--- config.mk ---
export PLATFORM = sky130hd
export DESIGN_NAME = tre_queue
export DESIGN_NICKNAME = d
export VERILOG_FILES = /design/src/tre_pkg.sv /design/src/tre_queue.sv
export SDC_FILE = /design/constraint.sdc
export NUM_CORES = 1
export LEC_CHECK = 0
export ABC_AREA = 1
export BUFFER_PORTS_ARGS = -buffer_cell sky130_fd_sc_hd__buf_2
export CORE_MARGIN = 3
export CORE_UTILIZATION = 47
export DETAILED_ROUTE_END_ITERATION = 10
export PLACE_DENSITY = 0.74
export SYNTH_ARGS = -nofsm -noshare
export SYNTH_HDL_FRONTEND = slang
export SYNTH_SLANG_ARGS = --single-unit
export TNS_END_PERCENT = 5
--- constraint.sdc ---
create_clock -name clock -period 4.5 [get_ports clock]
set_input_delay 0.225 -clock clock [delete_from_list [all_inputs] [get_ports clock]]
set_output_delay 0.225 -clock clock [all_outputs]
set_load 0.05 [all_outputs]
--- src/tre_pkg.sv ---
package tre_pkg;

   // Machine sizes
   localparam int REG_COUNT = 128;
   localparam int MEM_WORDS = 2048;
   localparam int PC_BITS   = 16;

   localparam int REG_AW = (REG_COUNT > 1) ? $clog2(REG_COUNT) : 1;
   localparam int MEM_AW = (MEM_WORDS > 1) ? $clog2(MEM_WORDS) : 1;

   // Opcodes; codes 12 to 15 are unused and do nothing
   typedef enum logic [3:0] {
      OP_ADD     = 4'd0,
      OP_ADDI    = 4'd1,
      OP_ADDU    = 4'd2,
      OP_SUB     = 4'd3,
      OP_SUBU    = 4'd4,
      OP_LW      = 4'd5,
      OP_SW      = 4'd6,
      OP_BEQ     = 4'd7,
      OP_J       = 4'd8,
      OP_JR      = 4'd9,
      OP_SLT     = 4'd10,
      OP_PRELOAD = 4'd11
   } op_type;

   // Classified instruction as it travels from front to back
   typedef struct packed {
      op_type      op;
      logic [6:0]  a;
      logic        a_ok;     // A names an existing register
      logic [6:0]  b;
      logic        b_ok;
      logic [6:0]  r2;       // second read port: A for SW/BEQ, else low bits of C
      logic        r2_ok;
      logic [10:0] c;
      logic        c_ok;     // C names an existing memory word
      logic        alu_reg;  // second ALU operand comes from the register file
      logic        alu_sub;  // subtract rather than add
      logic [31:0] pre;
   } itm_type;

endpackage

--- src/tre_queue.sv ---
module tre_queue (
   input  logic             clock,
   input  logic             reset,
   input  logic             in_valid,
   output logic             in_ready,
   input  tre_pkg::itm_type in_itm,
   output logic             out_valid,
   input  logic             out_ready,
   output tre_pkg::itm_type out_itm
);
   import tre_pkg::*;

   itm_type    slot_ff [2];
   logic       wr_ptr_ff;
   logic       wr_ptr_in;
   logic       rd_ptr_ff;
   logic       rd_ptr_in;
   logic [1:0] cnt_ff;
   logic [1:0] cnt_in;
   logic       push;
   logic       pop;

   assign in_ready  = cnt_ff != 2'd2;
   assign out_valid = cnt_ff != 2'd0;
   assign out_itm   = slot_ff[rd_ptr_ff];
   assign push      = in_valid && in_ready;
   assign pop       = out_valid && out_ready;

   // Pointer and fill count
   always_comb begin
      wr_ptr_in = push ? !wr_ptr_ff : wr_ptr_ff;
      rd_ptr_in = pop ? !rd_ptr_ff : rd_ptr_ff;
      cnt_in    = cnt_ff + {1'b0, push} - {1'b0, pop};
   end

   always_ff @(posedge clock) begin
      if (reset) begin
         wr_ptr_ff <= 1'b0;
         rd_ptr_ff <= 1'b0;
         cnt_ff    <= 2'd0;
      end else begin
         wr_ptr_ff <= wr_ptr_in;
         rd_ptr_ff <= rd_ptr_in;
         cnt_ff    <= cnt_in;
      end
   end

   // Item storage
   always_ff @(posedge clock) begin
      if (push) begin
         slot_ff[wr_ptr_ff] <= in_itm;
      end
   end

endmodule

==> flow_metrics.py <==
metrics = {
    "timing": {
        "fin_ws_ps": 1854,
        "hold_viol": 0,
        "setup_viol": 0,
        "slew_violations": 0,
        "tightestPinTransition_ps": 1085,
        "finClkSkew_ps": 11.60,
        "holdWs_ps": 18.85,
        "period_minus_slack_ps": 2646,
        "rsz0062_at_grt": "no",
        "fin_crit_sh_pct": 58.79,
        "fmaxAchievable_ghz": 0.3780,
        "relSlewSlack_pct": 27.47,
    },
    "cts": {
        "root_buffer": "clkbuf_16",
        "htreeDepth": 4,
        "clkTransAtPathRegs_ps": 60,
        "cts_tree": "yes",
        "ctsResizeCount": 0,
        "cts_setup_buffers": 0,
        "cts_buffer_depth": 2,
        "cts.sinks": 153,
        "clk_latency_ps": 410,
        "cts_buffers": 17,
    },
    "drt": {
        "ant_nets": 0,
        "drt_iter0_markers": 157,
        "drtPass1Iterations": 4,
        "wl_per_cell_um": 15.18,
        "wl_mm": 10.19,
        "vias_per_cell": 4.569,
        "vias": 3066,
        "drc": 0,
    },
    "worst_setup_path": {
        "cp.required_ps": 4280,
        "crit_path_end_kind": "output pin",
        "slowest_stage": "dfxtp_4",
        "arrival_ps": 2420,
        "r2r_slack_ps": 2070,
        "r2r_end": "slot_ff[0][4]$_DFFE_PP_",
        "slowest_delay_ps": 1040,
        "worstReg2RegStart": "cnt_ff[0]$_SDFF_PP0_",
        "path_class": "reg -> out",
        "cp-start-kind": "flip-flop",
        "reg2reg_depth": 5,
        "crit_fanout": 59,
        "worstPathCellList": "buf_4, mux2_4, buf_2",
    },
    "synthesis": {
        "syn_area_per_cell_um2": 21.89,
        "ys_warn_count": 0,
        "synth_commonest_cells": "148 x edfxtp_1, 60 x mux2_4, 14 x mux2_2",
        "ys.flop_type": "edfxtp_1",
        "synth.distinct_cells": 14,
        "async_flop_share_pct": 0,
        "synth_cells": 266,
        "synth-seq-cells": 153,
        "synth-edff-count": 148,
        "yosys-top-cells-area": "edfxtp_1 76%, mux2_4 15%, mux2_2 2.7%",
        "netlist.area_leader.share_pct": 76.34,
        "yosysTopAreaCell": "edfxtp_1",
        "synth_fp_nets": 345,
        "synth_most_common_cell": "edfxtp_1",
        "yosysSeqAreaShare_pct": 78.06,
        "netlist_area_um2": 5822,
    },
    "final_layout": {
        "syn2layout_area_growth_pct": 37.27,
        "drive_above_1_share_pct": 51.29,
        "diodes": 0,
        "final_net_count": 571,
        "fillers": 816,
    },
    "power": {
        "irDropWorstVdd_uv": 429.7,
        "seqPwrFrac_pct": 38.1,
        "sw_frac_of_total_pct": 33.73,
        "total_leakage_power_nw": 3.161,
        "p_comb_share_pct": 32.1,
        "switching_power_w": 0.001721,
        "p_int_w": 0.003383,
        "power_density_nw_per_um2": 638.7,
        "pwr-share-clk_pct": 29.8,
    },
    "floorplanning": {
        "core_area_um2": 12060,
        "die_area_um2": 13760,
        "pin_count": 154,
        "rows": 40,
        "die_h_um": 117.3,
        "start_util_pct": 48.27,
        "die_x_um": 117.3,
    },
    "global_routing": {
        "grt_pass1_vias": 3064,
        "grt_usage_pct": 15.12,
        "antenna_found_initial": 0,
        "grt_max_degree": 60,
        "grt-ovfl-total": 0,
        "grt_pass1_wl_mm": 15.15,
    },
    "run_status": {
        "status": "complete, no violations",
    },
    "min_path": {
        "hold_path.startpoint": "in_itm[63]",
        "whs_endpoint": "slot_ff[0][63]$_DFFE_PP_",
        "hold_class": "in -> reg",
        "whs_path_depth": 1,
    },
    "placement": {
        "io_buffer_count": 153,
        "pre_cts_slack_ps": 1991,
        "routabilityCongestion": 0.7276,
        "dpl.hpwl_mm": 6.393,
    },
    "run": {
        "cap_violations": 0,
    },
}
-- sequential cells by signal, indices dropped and copies added (netlist names), named ones only --
name / count
cnt_ff: 2
rd_ptr_ff: 1
slot_ff: 148
wr_ptr_ff: 1
-- cell type report --
class,instances,area (um2),area share (%)
clock inverters,11,202.7,2.536
multi-input cells,97,1179,14.75
repair buffers,215,1389,17.38
clock buffers,19,432.9,5.417
flip-flops and latches,153,4548,56.91
well taps,168,210.2,2.630
inverters,8,30.03,0.3758
-- power groups by stage --
stage                     Clock [W]  Sequential [W]  Combinational, W
after global routing        0.00163         0.00197           0.00172
after floorplan                   0         0.00189           0.00139
after CTS                   0.00156         0.00195           0.00165
after detailed placement          0         0.00198           0.00161
after global placement            0         0.00197           0.00160
final                       0.00152         0.00194           0.00164
-- metal layers --
metal | vias to the layer above | GRT usage (%) | share of wire [%]
met1 | 1461 | 18.03 | 42
met3 | 5 | 5.347 | 6.5
li1 | 1487 | - | -
met4 | 0 | 5.810 | 0.72
met5 | - | 0 | 0
met2 | 113 | 25.26 | 51
-- how the worst max path moves through the flow --
| stage | from | end | slack (ps) | depth (start not counted) |
|---|---|---|---|---|
| 4_1_cts | flip-flop | out_itm[44] | 1780 | 3 |
| 2_1_floorplan | cnt_ff[0]$_SDFF_PP0_ | slot_ff[0][0]$_DFFE_PP_ | -120 | 4 |
| 5_1_grt | flip-flop | out_itm[43] | 1700 | 3 |
| 3_5_place_dp | cnt_ff[0]$_SDFF_PP0_ | slot_ff[0][22]$_DFFE_PP_ | 1990 | 5 |
| 6_report | flip-flop | out_itm[44] | 1850 | 3 |
| 3_3_place_gp | cnt_ff[0]$_SDFF_PP0_ | slot_ff[0][28]$_DFFE_PP_ | 2050 | 5 |
-- what timing repair did --
action                                 CTS  global route
setup endpoints to repair                0             0
endpoints found under the hold margin  107             4
hold buffers                            56             2
-- critical path: cells and delay by family, from the launching register on --
family | cells | cell delay (ps)
multiplexers | 1 | 330
buffers and inverters | 2 | 640
flip-flops | 1 | 1040
-- through the flow --
stage	power [W]	std cells	setup TNS, ps	util (%)	instance area [um2]
after CTS	0.005161	669	0	66.09	7971
after global placement	0.003566	583	0	56.17	6775
after floorplan	0.003287	266	-9234	-	5824
after detailed placement	0.003589	583	0	56.17	6775
after global routing	0.005319	671	0	66.26	7991
final	0.005104	671	0	66.26	7991
-- logic make-up (layout without fill, tap and decap cells) --
kind of cell / after synthesis / after routing / synth area share (%)
multiplexers: 74 / 74 / 18.18
AO/OA/AOI/OAI: 2 / 2 / 0.1719
buffers and inverters: 16 / 253 / 1.956
flip-flops: 153 / 153 / 78.06
XOR/XNOR: 1 / 1 / 0.1505
AND/OR/NAND/NOR: 19 / 19 / 1.268
adder cells (fa/ha/maj): 1 / 1 / 0.2149
-- cells in the final DEF (no fill, tap or decap), drive strengths merged --
cell	n
clkinv	4
inv	8
dlygate4sd3	58
clkinvlp	1
edfxtp	148
clkbuf	19
a21oi	2
buf	157
xnor2	1
nor3	1
nand2	8
bufinv	6
nand3	1
dfxtp	5
mux2	74
ha	1
nor2	9
(Power assumes the default switching activity.)
