### config.mk
export PLATFORM = sky130hd
export DESIGN_NAME = tre_front
export DESIGN_NICKNAME = d
export VERILOG_FILES = /design/src/tre_pkg.sv /design/src/tre_front.sv
export SDC_FILE = /design/constraint.sdc
export NUM_CORES = 1
export LEC_CHECK = 0
export ABC_AREA = 1
export BUFFER_PORTS_ARGS = -buffer_cell sky130_fd_sc_hd__buf_2
export CORE_ASPECT_RATIO = 0.6
export CORE_UTILIZATION = 25
export DETAILED_ROUTE_END_ITERATION = 7
export PLACE_DENSITY = 0.9
export SYNTH_ARGS = -nofsm -noshare
export SYNTH_HDL_FRONTEND = slang
export SYNTH_SLANG_ARGS = --single-unit
### constraint.sdc
create_clock -name vclk -period 2.7
set_clock_uncertainty 0.15 [all_clocks]
set_input_delay 0.81 -clock vclk [all_inputs]
set_output_delay 0.81 -clock vclk [all_outputs]
set_load 0.005 [all_outputs]
### src/tre_pkg.sv
package tre_pkg;

   // Machine sizes
   localparam int REG_COUNT = 128;
   localparam int MEM_WORDS = 2048;
   localparam int PC_BITS   = 16;

   localparam int REG_AW = (REG_COUNT > 1) ? $clog2(REG_COUNT) : 1;
   localparam int MEM_AW = (MEM_WORDS > 1) ? $clog2(MEM_WORDS) : 1;

   // Opcodes; codes 12 to 15 are unused and do nothing
   typedef enum logic [3:0] {
      OP_ADD     = 4'd0,
      OP_ADDI    = 4'd1,
      OP_ADDU    = 4'd2,
      OP_SUB     = 4'd3,
      OP_SUBU    = 4'd4,
      OP_LW      = 4'd5,
      OP_SW      = 4'd6,
      OP_BEQ     = 4'd7,
      OP_J       = 4'd8,
      OP_JR      = 4'd9,
      OP_SLT     = 4'd10,
      OP_PRELOAD = 4'd11
   } op_type;

   // Classified instruction as it travels from front to back
   typedef struct packed {
      op_type      op;
      logic [6:0]  a;
      logic        a_ok;     // A names an existing register
      logic [6:0]  b;
      logic        b_ok;
      logic [6:0]  r2;       // second read port: A for SW/BEQ, else low bits of C
      logic        r2_ok;
      logic [10:0] c;
      logic        c_ok;     // C names an existing memory word
      logic        alu_reg;  // second ALU operand comes from the register file
      logic        alu_sub;  // subtract rather than add
      logic [31:0] pre;
   } itm_type;

endpackage

### src/tre_front.sv
module tre_front (
   input  logic             in_valid,
   output logic             in_ready,
   input  logic [3:0]       in_type,
   input  logic [6:0]       in_a,
   input  logic [6:0]       in_b,
   input  logic [10:0]      in_c,
   input  logic [31:0]      in_pre,
   input  logic             hold,
   output logic             out_valid,
   input  logic             out_ready,
   output tre_pkg::itm_type out_itm
);
   import tre_pkg::*;

   op_type     op;
   logic [6:0] r2;

   // Handshake: nothing enters while held off
   assign out_valid = in_valid && !hold;
   assign in_ready  = out_ready && !hold;

   // Classify the instruction
   assign op = op_type'(in_type);
   assign r2 = (op inside {OP_SW, OP_BEQ}) ? in_a : in_c[6:0];

   assign out_itm.op      = op;
   assign out_itm.a       = in_a;
   assign out_itm.a_ok    = {1'b0, in_a} < 8'(REG_COUNT);
   assign out_itm.b       = in_b;
   assign out_itm.b_ok    = {1'b0, in_b} < 8'(REG_COUNT);
   assign out_itm.r2      = r2;
   assign out_itm.r2_ok   = {1'b0, r2} < 8'(REG_COUNT);
   assign out_itm.c       = in_c;
   assign out_itm.c_ok    = {1'b0, in_c} < 12'(MEM_WORDS);
   assign out_itm.alu_reg = op inside {OP_ADD, OP_SUB};
   // a negative ADDI immediate is a subtract of its magnitude
   assign out_itm.alu_sub = (op inside {OP_SUB, OP_SUBU}) || (op == OP_ADDI && in_c[10]);
   assign out_itm.pre     = in_pre;

endmodule

==> results.txt, run 1 <==
- The wire-length estimate of the detail-placed layout is 1060 um.
- Once detail routing completed, the nets flagged for antenna violations numbered 0.
- From synthesis to final layout, the design area changed by -25.8%.
- Cell count after synthesis: 110
* Detailed-route wire length per cell: 9.37 um
- RSZ-0062 raised after global routing: false
- Via density: 3.81
- Status: finished, final reports clean
- Data on the critical path is required at its endpoint by 1.74 ns.
- DRC errors left: 0
* Antenna violations before repair: 0
* Max-slew violation count: 0
* Kind of critical path: in2out
* Static leakage power: ~0.37 nW
- The congestion estimate from routability-driven global placement came to ~0.58.
- The most critical setup path has its startpoint at in_type[2].
- Post-CTS Setup Inserts: 0
- 0 antenna diodes ended up in the layout.
- The worst hold path belongs to the class in2out.
* Starting density of the core: 0.269
- First-pass detailed-route iteration total: 3
- Synth Area per Inst: 6.21 um2
- In this run the horizontal extent of the chip is 69.5 um.
* Count of final setup violators: 0
* Maximum fanout count along the critical path: 7
- After the first detailed-routing iteration, the DRC count stood at 21.
* Maximum vdd drop: 0.0256 mV
* Fraction of layout cells with a size suffix above 1: 0.580
- In this run the most critical hold path is launched from in_pre[12].
- Summing every instance area after synthesis gives around 680 um2.
- The layout has 0 clock buffers.
- The floorplan step set the die height to 42.5 um.
- Quantity of I/O buffers inserted on ports: 52
- Power per cell area: ~140 nW/um2
* Post-cts hold buffer count: 0
* Element type at the critical path start: primary input
* Standard cell core area: 2540 um2
- Registers take 0 um2.
- In the global route stage, overall resource usage came out at 0.0709.
- At the end of the flow, the number of nets in the layout was between 150 and 200.
- For this block, the via count after detailed routing is around 500.
* Seq Cell Count: 0
* Register area share after synthesis: 0
- Count of final hold-check violations: 0
- The die covers 2950 um2.
- Number of filler cells placed in the layout: 286
* Upper clock frequency limit: 412 MHz
- After routing, the total negative slack on setup checks comes to 0 ns.
- Gates resized during post-CTS repair numbered 0.
- During I/O placement, the number of pins put on the boundary was 140.
- STA classifies the critical path endpoint as an output port.
- In the finished design, the share of the clock period the worst path needs comes to 0.898.
* Wire length of the first global-routing pass: 1700 um
* Number of synthesis warnings: 0
- Global routing finished with a remaining overflow of 0.
* Via count of the first global-routing pass: 365
- DP Area: between 500 and 600 um2
- For this block, the routed nets add up to ~1200 um of wire.
- Floorplan row count: 14
- Final critical-path required period: 2.42 ns
- Across the run, the number of max-cap violations was 0.
* Distinct cells, synth: 10
- Entering global routing, the biggest net connects 8 pins.
- Worst endpoint data arrival time: 1.46 ns
- Cell area after layout: 507 um2
[metal layers]
layer	vias up	track usage	wire length [um]
met1	213	0.0812	503
li1	237	-	-
met5	-	0	0
met3	4	0.0745	234
met2	49	0.0874	481
met4	0	0.0163	17
[cell type report]
class / count / area [um2] / area share
repair buffers: 52 / 260 / 0.514
well taps: 32 / 40.0 / 0.0790
multi-input cells: 41 / 180 / 0.356
inverters: 7 / 26.3 / 0.0519
[layout by cell type, fill, tap and decap left out]
cell type / netlist / final
buf_2: 0 / 52
conb_1: 1 / 4
inv_1: 5 / 5
inv_2: 2 / 2
nand2_1: 27 / 27
nand2_2: 2 / 2
nand3_1: 2 / 2
nor2_1: 4 / 4
nor2_2: 1 / 1
nor2_8: 1 / 1
[path summary, 6_finish.rpt]
check	endpoint	slack (ns)	depth (start not counted)
max	out_itm[47]	0.28	7
min	out_itm[12]	1.47	0
[metrics by stage]
stage           util  setup WS [ns]  hold WS, ns  instances  power (mW)
3_3_place_gp   0.200          0.262         1.47        132      0.0713
3_5_place_dp   0.200          0.246         1.47        132      0.0718
5_1_grt        0.200          0.173         1.47        132      0.0796
4_1_cts        0.200          0.243         1.47        132      0.0723
6_report       0.200          0.276         1.47        132      0.0708
2_1_floorplan      -          0.587         1.50        113      0.0996
[synth_stat cells]
cell type / count / area [um2]
buf_4: 65 / 488
nand2_1: 27 / 101
inv_1: 5 / 18.8
nor2_1: 4 / 15.0
inv_2: 2 / 7.51
nand2_2: 2 / 12.5
nand3_1: 2 / 10.0
conb_1: 1 / 3.75
nor2_2: 1 / 6.26
nor2_8: 1 / 20.0
[worst max-delay path, stage by stage]
cell and delay (ns):
buf_2 0.12, inv_2 0.04, nor2_2 0.11, nand2_2 0.13, nand2_1 0.09, nand2_1 0.05
buf_2 0.12
[cells by family (layout without fill, tap and decap cells)]
kind of cell / Yosys count / count (layout) / synth area share
buffers and inverters: 72 / 59 / 0.753
AND/OR/NAND/NOR: 37 / 37 / 0.242
other: 1 / 4 / 0.00549
[power breakdown]
part | internal [mW] | switching [mW] | total [mW]
Sequential | 0 | 0 | 0
Combinational | 0.0355 | 0.0352 | 0.0708
Clock | 0 | 0 | 0
No activity file was read; power rests on OpenSTA's default activity.
==> run 2: changes to the inputs <==
BUFFER_PORTS_ARGS = -buffer_cell sky130_fd_sc_hd__buf_4   (was -buffer_cell sky130_fd_sc_hd__buf_2)
==> results.txt, run 2 (synthesis gave the netlist of run 1 again) <==
- The design has 0 sequential cells.
- Detailed-route wire length per cell: 10.1 um
- Number of filler cells placed in the layout: 290
* Top library cells by usage in the layout, fill and taps aside: 52 x buf_4, 27 x nand2_1, 5 x inv_1
- Power per cell area: 149 nW/um2
* Worst endpoint data arrival time: 1.49 ns
- Via count of the first global-routing pass: 386
- Status: finished, final reports clean
- The worst setup path is of the in2out kind.
- In the global route stage, overall resource usage came out at 0.0776.
- In the routed design, unresolved DRC markers number 0.
* Worst hold path type: in2out
* Standard cell core area: 2540 um2
- Max-slew violation count: 0
- Via density: around 3.8
- Setup repair after global routing left no endpoint under its margin.
- For this configuration, the core starts out at a cell density of 0.269.
- Buffers inserted to repair hold after CTS numbered 0.
* Pin count of the biggest net entering global routing: 8
- The analysis attributes to cell leakage a power of 0.413 nW.
- Compared with the post-synthesis result, the final layout area differs by -6.78%.
- In this run the most critical hold path is launched from in_pre[12].
* Commonest non-fill, non-tap cell in the layout: buf_4
* Post-cts resize count: 0
- Setup violations remaining at the end of the flow were counted as 0.
- The detailed router finished its first iteration with 20 violations.
- Post-CTS Setup Inserts: 0
* Maximum vdd drop: 0.0367 mV
* First-pass detailed-route iteration total: 2
* Number of vias in the routed layout: 500
- I/O Pins: 140
* Total inserted antenna cells: 0
- DP Area: around 640 um2
- Count of antenna-violating nets left after detailed routing: 0
- Worst hold path depth: 0
* GPL Wtd Cong: approximately 0.6
- Max_cap viols: 0
- The floorplan step set the die width to 69.5 um.
* Capture endpoint of the worst hold path: out_itm[12]
- CP required: 1.74 ns
* Element type at the critical path end: output port
- The final layout contains about 170 nets.
* Floorplan row count: 14
- Measured along the y axis, the die boundary spans around 42 um.
- Post-detailed-placement half-perimeter wirelength: about 1100 um
- Cell area after layout: around 640 um2
* Quantity of I/O buffers inserted on ports: 52
* Total overflow reported by the global router: 0
- Antenna violations before repair: 0
- Total negative setup slack: 0 ns
- Final critical-path required period: 2.45 ns
* Layout clock buffers: 0
- Maximum fanout count along the critical path: 7
- The most critical setup path has its startpoint at in_type[3].
* Routed Wire Length: 1330 um
- Summing all flip-flop and latch instances after layout gives 0 um2.
* Count of final hold-check violations: 0
* Wire length of the first global-routing pass: 1870 um
* Fraction of layout cells with a size suffix above 1: 0.580
- Timing would allow up to 408 MHz.
- Area of combinational cells with multiple inputs: 180 um2
- Dividing the final minimum period by the clock period gives 0.908.
* Die Area: approximately 3000 um2
- STA classifies the critical path startpoint as a primary input.
==> run 2: cell counts in the layout (fill, tap and decap cells not counted) <==
No cell type changed its count.
==> run 2: how the worst max path moves through the flow <==
stage	end	slack, ns	cells after the start
after floorplan	out_itm[47]	0.59	5
after global placement	out_itm[47]	0.25	6
after detailed placement	out_itm[47]	0.24	6
after CTS	out_itm[47]	0.24	6
after global routing	out_itm[51]	0.16	6
final	out_itm[47]	0.25	6
==> run 2: routing by layer <==
metal	routed length [um]	global-route usage	vias to the layer above
met5	0	0	-
met4	17	0.0163	0
met3	259	0.0745	4
met2	541	0.0990	49
met1	508	0.0912	209
li1	-	-	238
==> run 2: cell type report <==
type / count / area share
well taps: 32 / 0.0629
multi-input cells: 41 / 0.283
inverters: 7 / 0.0413
repair buffers: 52 / 0.613
==> run 2: critical path: stages <==
cell and delay [ns]:
buf_4 0.12, nor2_2 0.14, nand2_2 0.14, nand2_1 0.09, nand2_1 0.05, buf_4 0.13
==> run 2: where the power goes <==
part | internal (mW) | switching, mW | total [mW]
combinational | 0.0577 | 0.0371 | 0.0948
clock | 0 | 0 | 0
sequential | 0 | 0 | 0
total | 0.0577 | 0.0371 | 0.0948
==> run 2: stage by stage <==
| step | std cells | util | total power [mW] | setup slack (ns) | hold WS, ns |
|---|---|---|---|---|---|
| floorplan | 113 | - | 0.0996 | 0.587 | 1.50 |
| global placement | 132 | 0.251 | 0.0950 | 0.251 | 1.47 |
| detailed placement | 132 | 0.251 | 0.0961 | 0.238 | 1.47 |
| CTS | 132 | 0.251 | 0.0965 | 0.235 | 1.47 |
| global route | 132 | 0.251 | 0.104 | 0.158 | 1.47 |
| finish | 132 | 0.251 | 0.0948 | 0.248 | 1.47 |
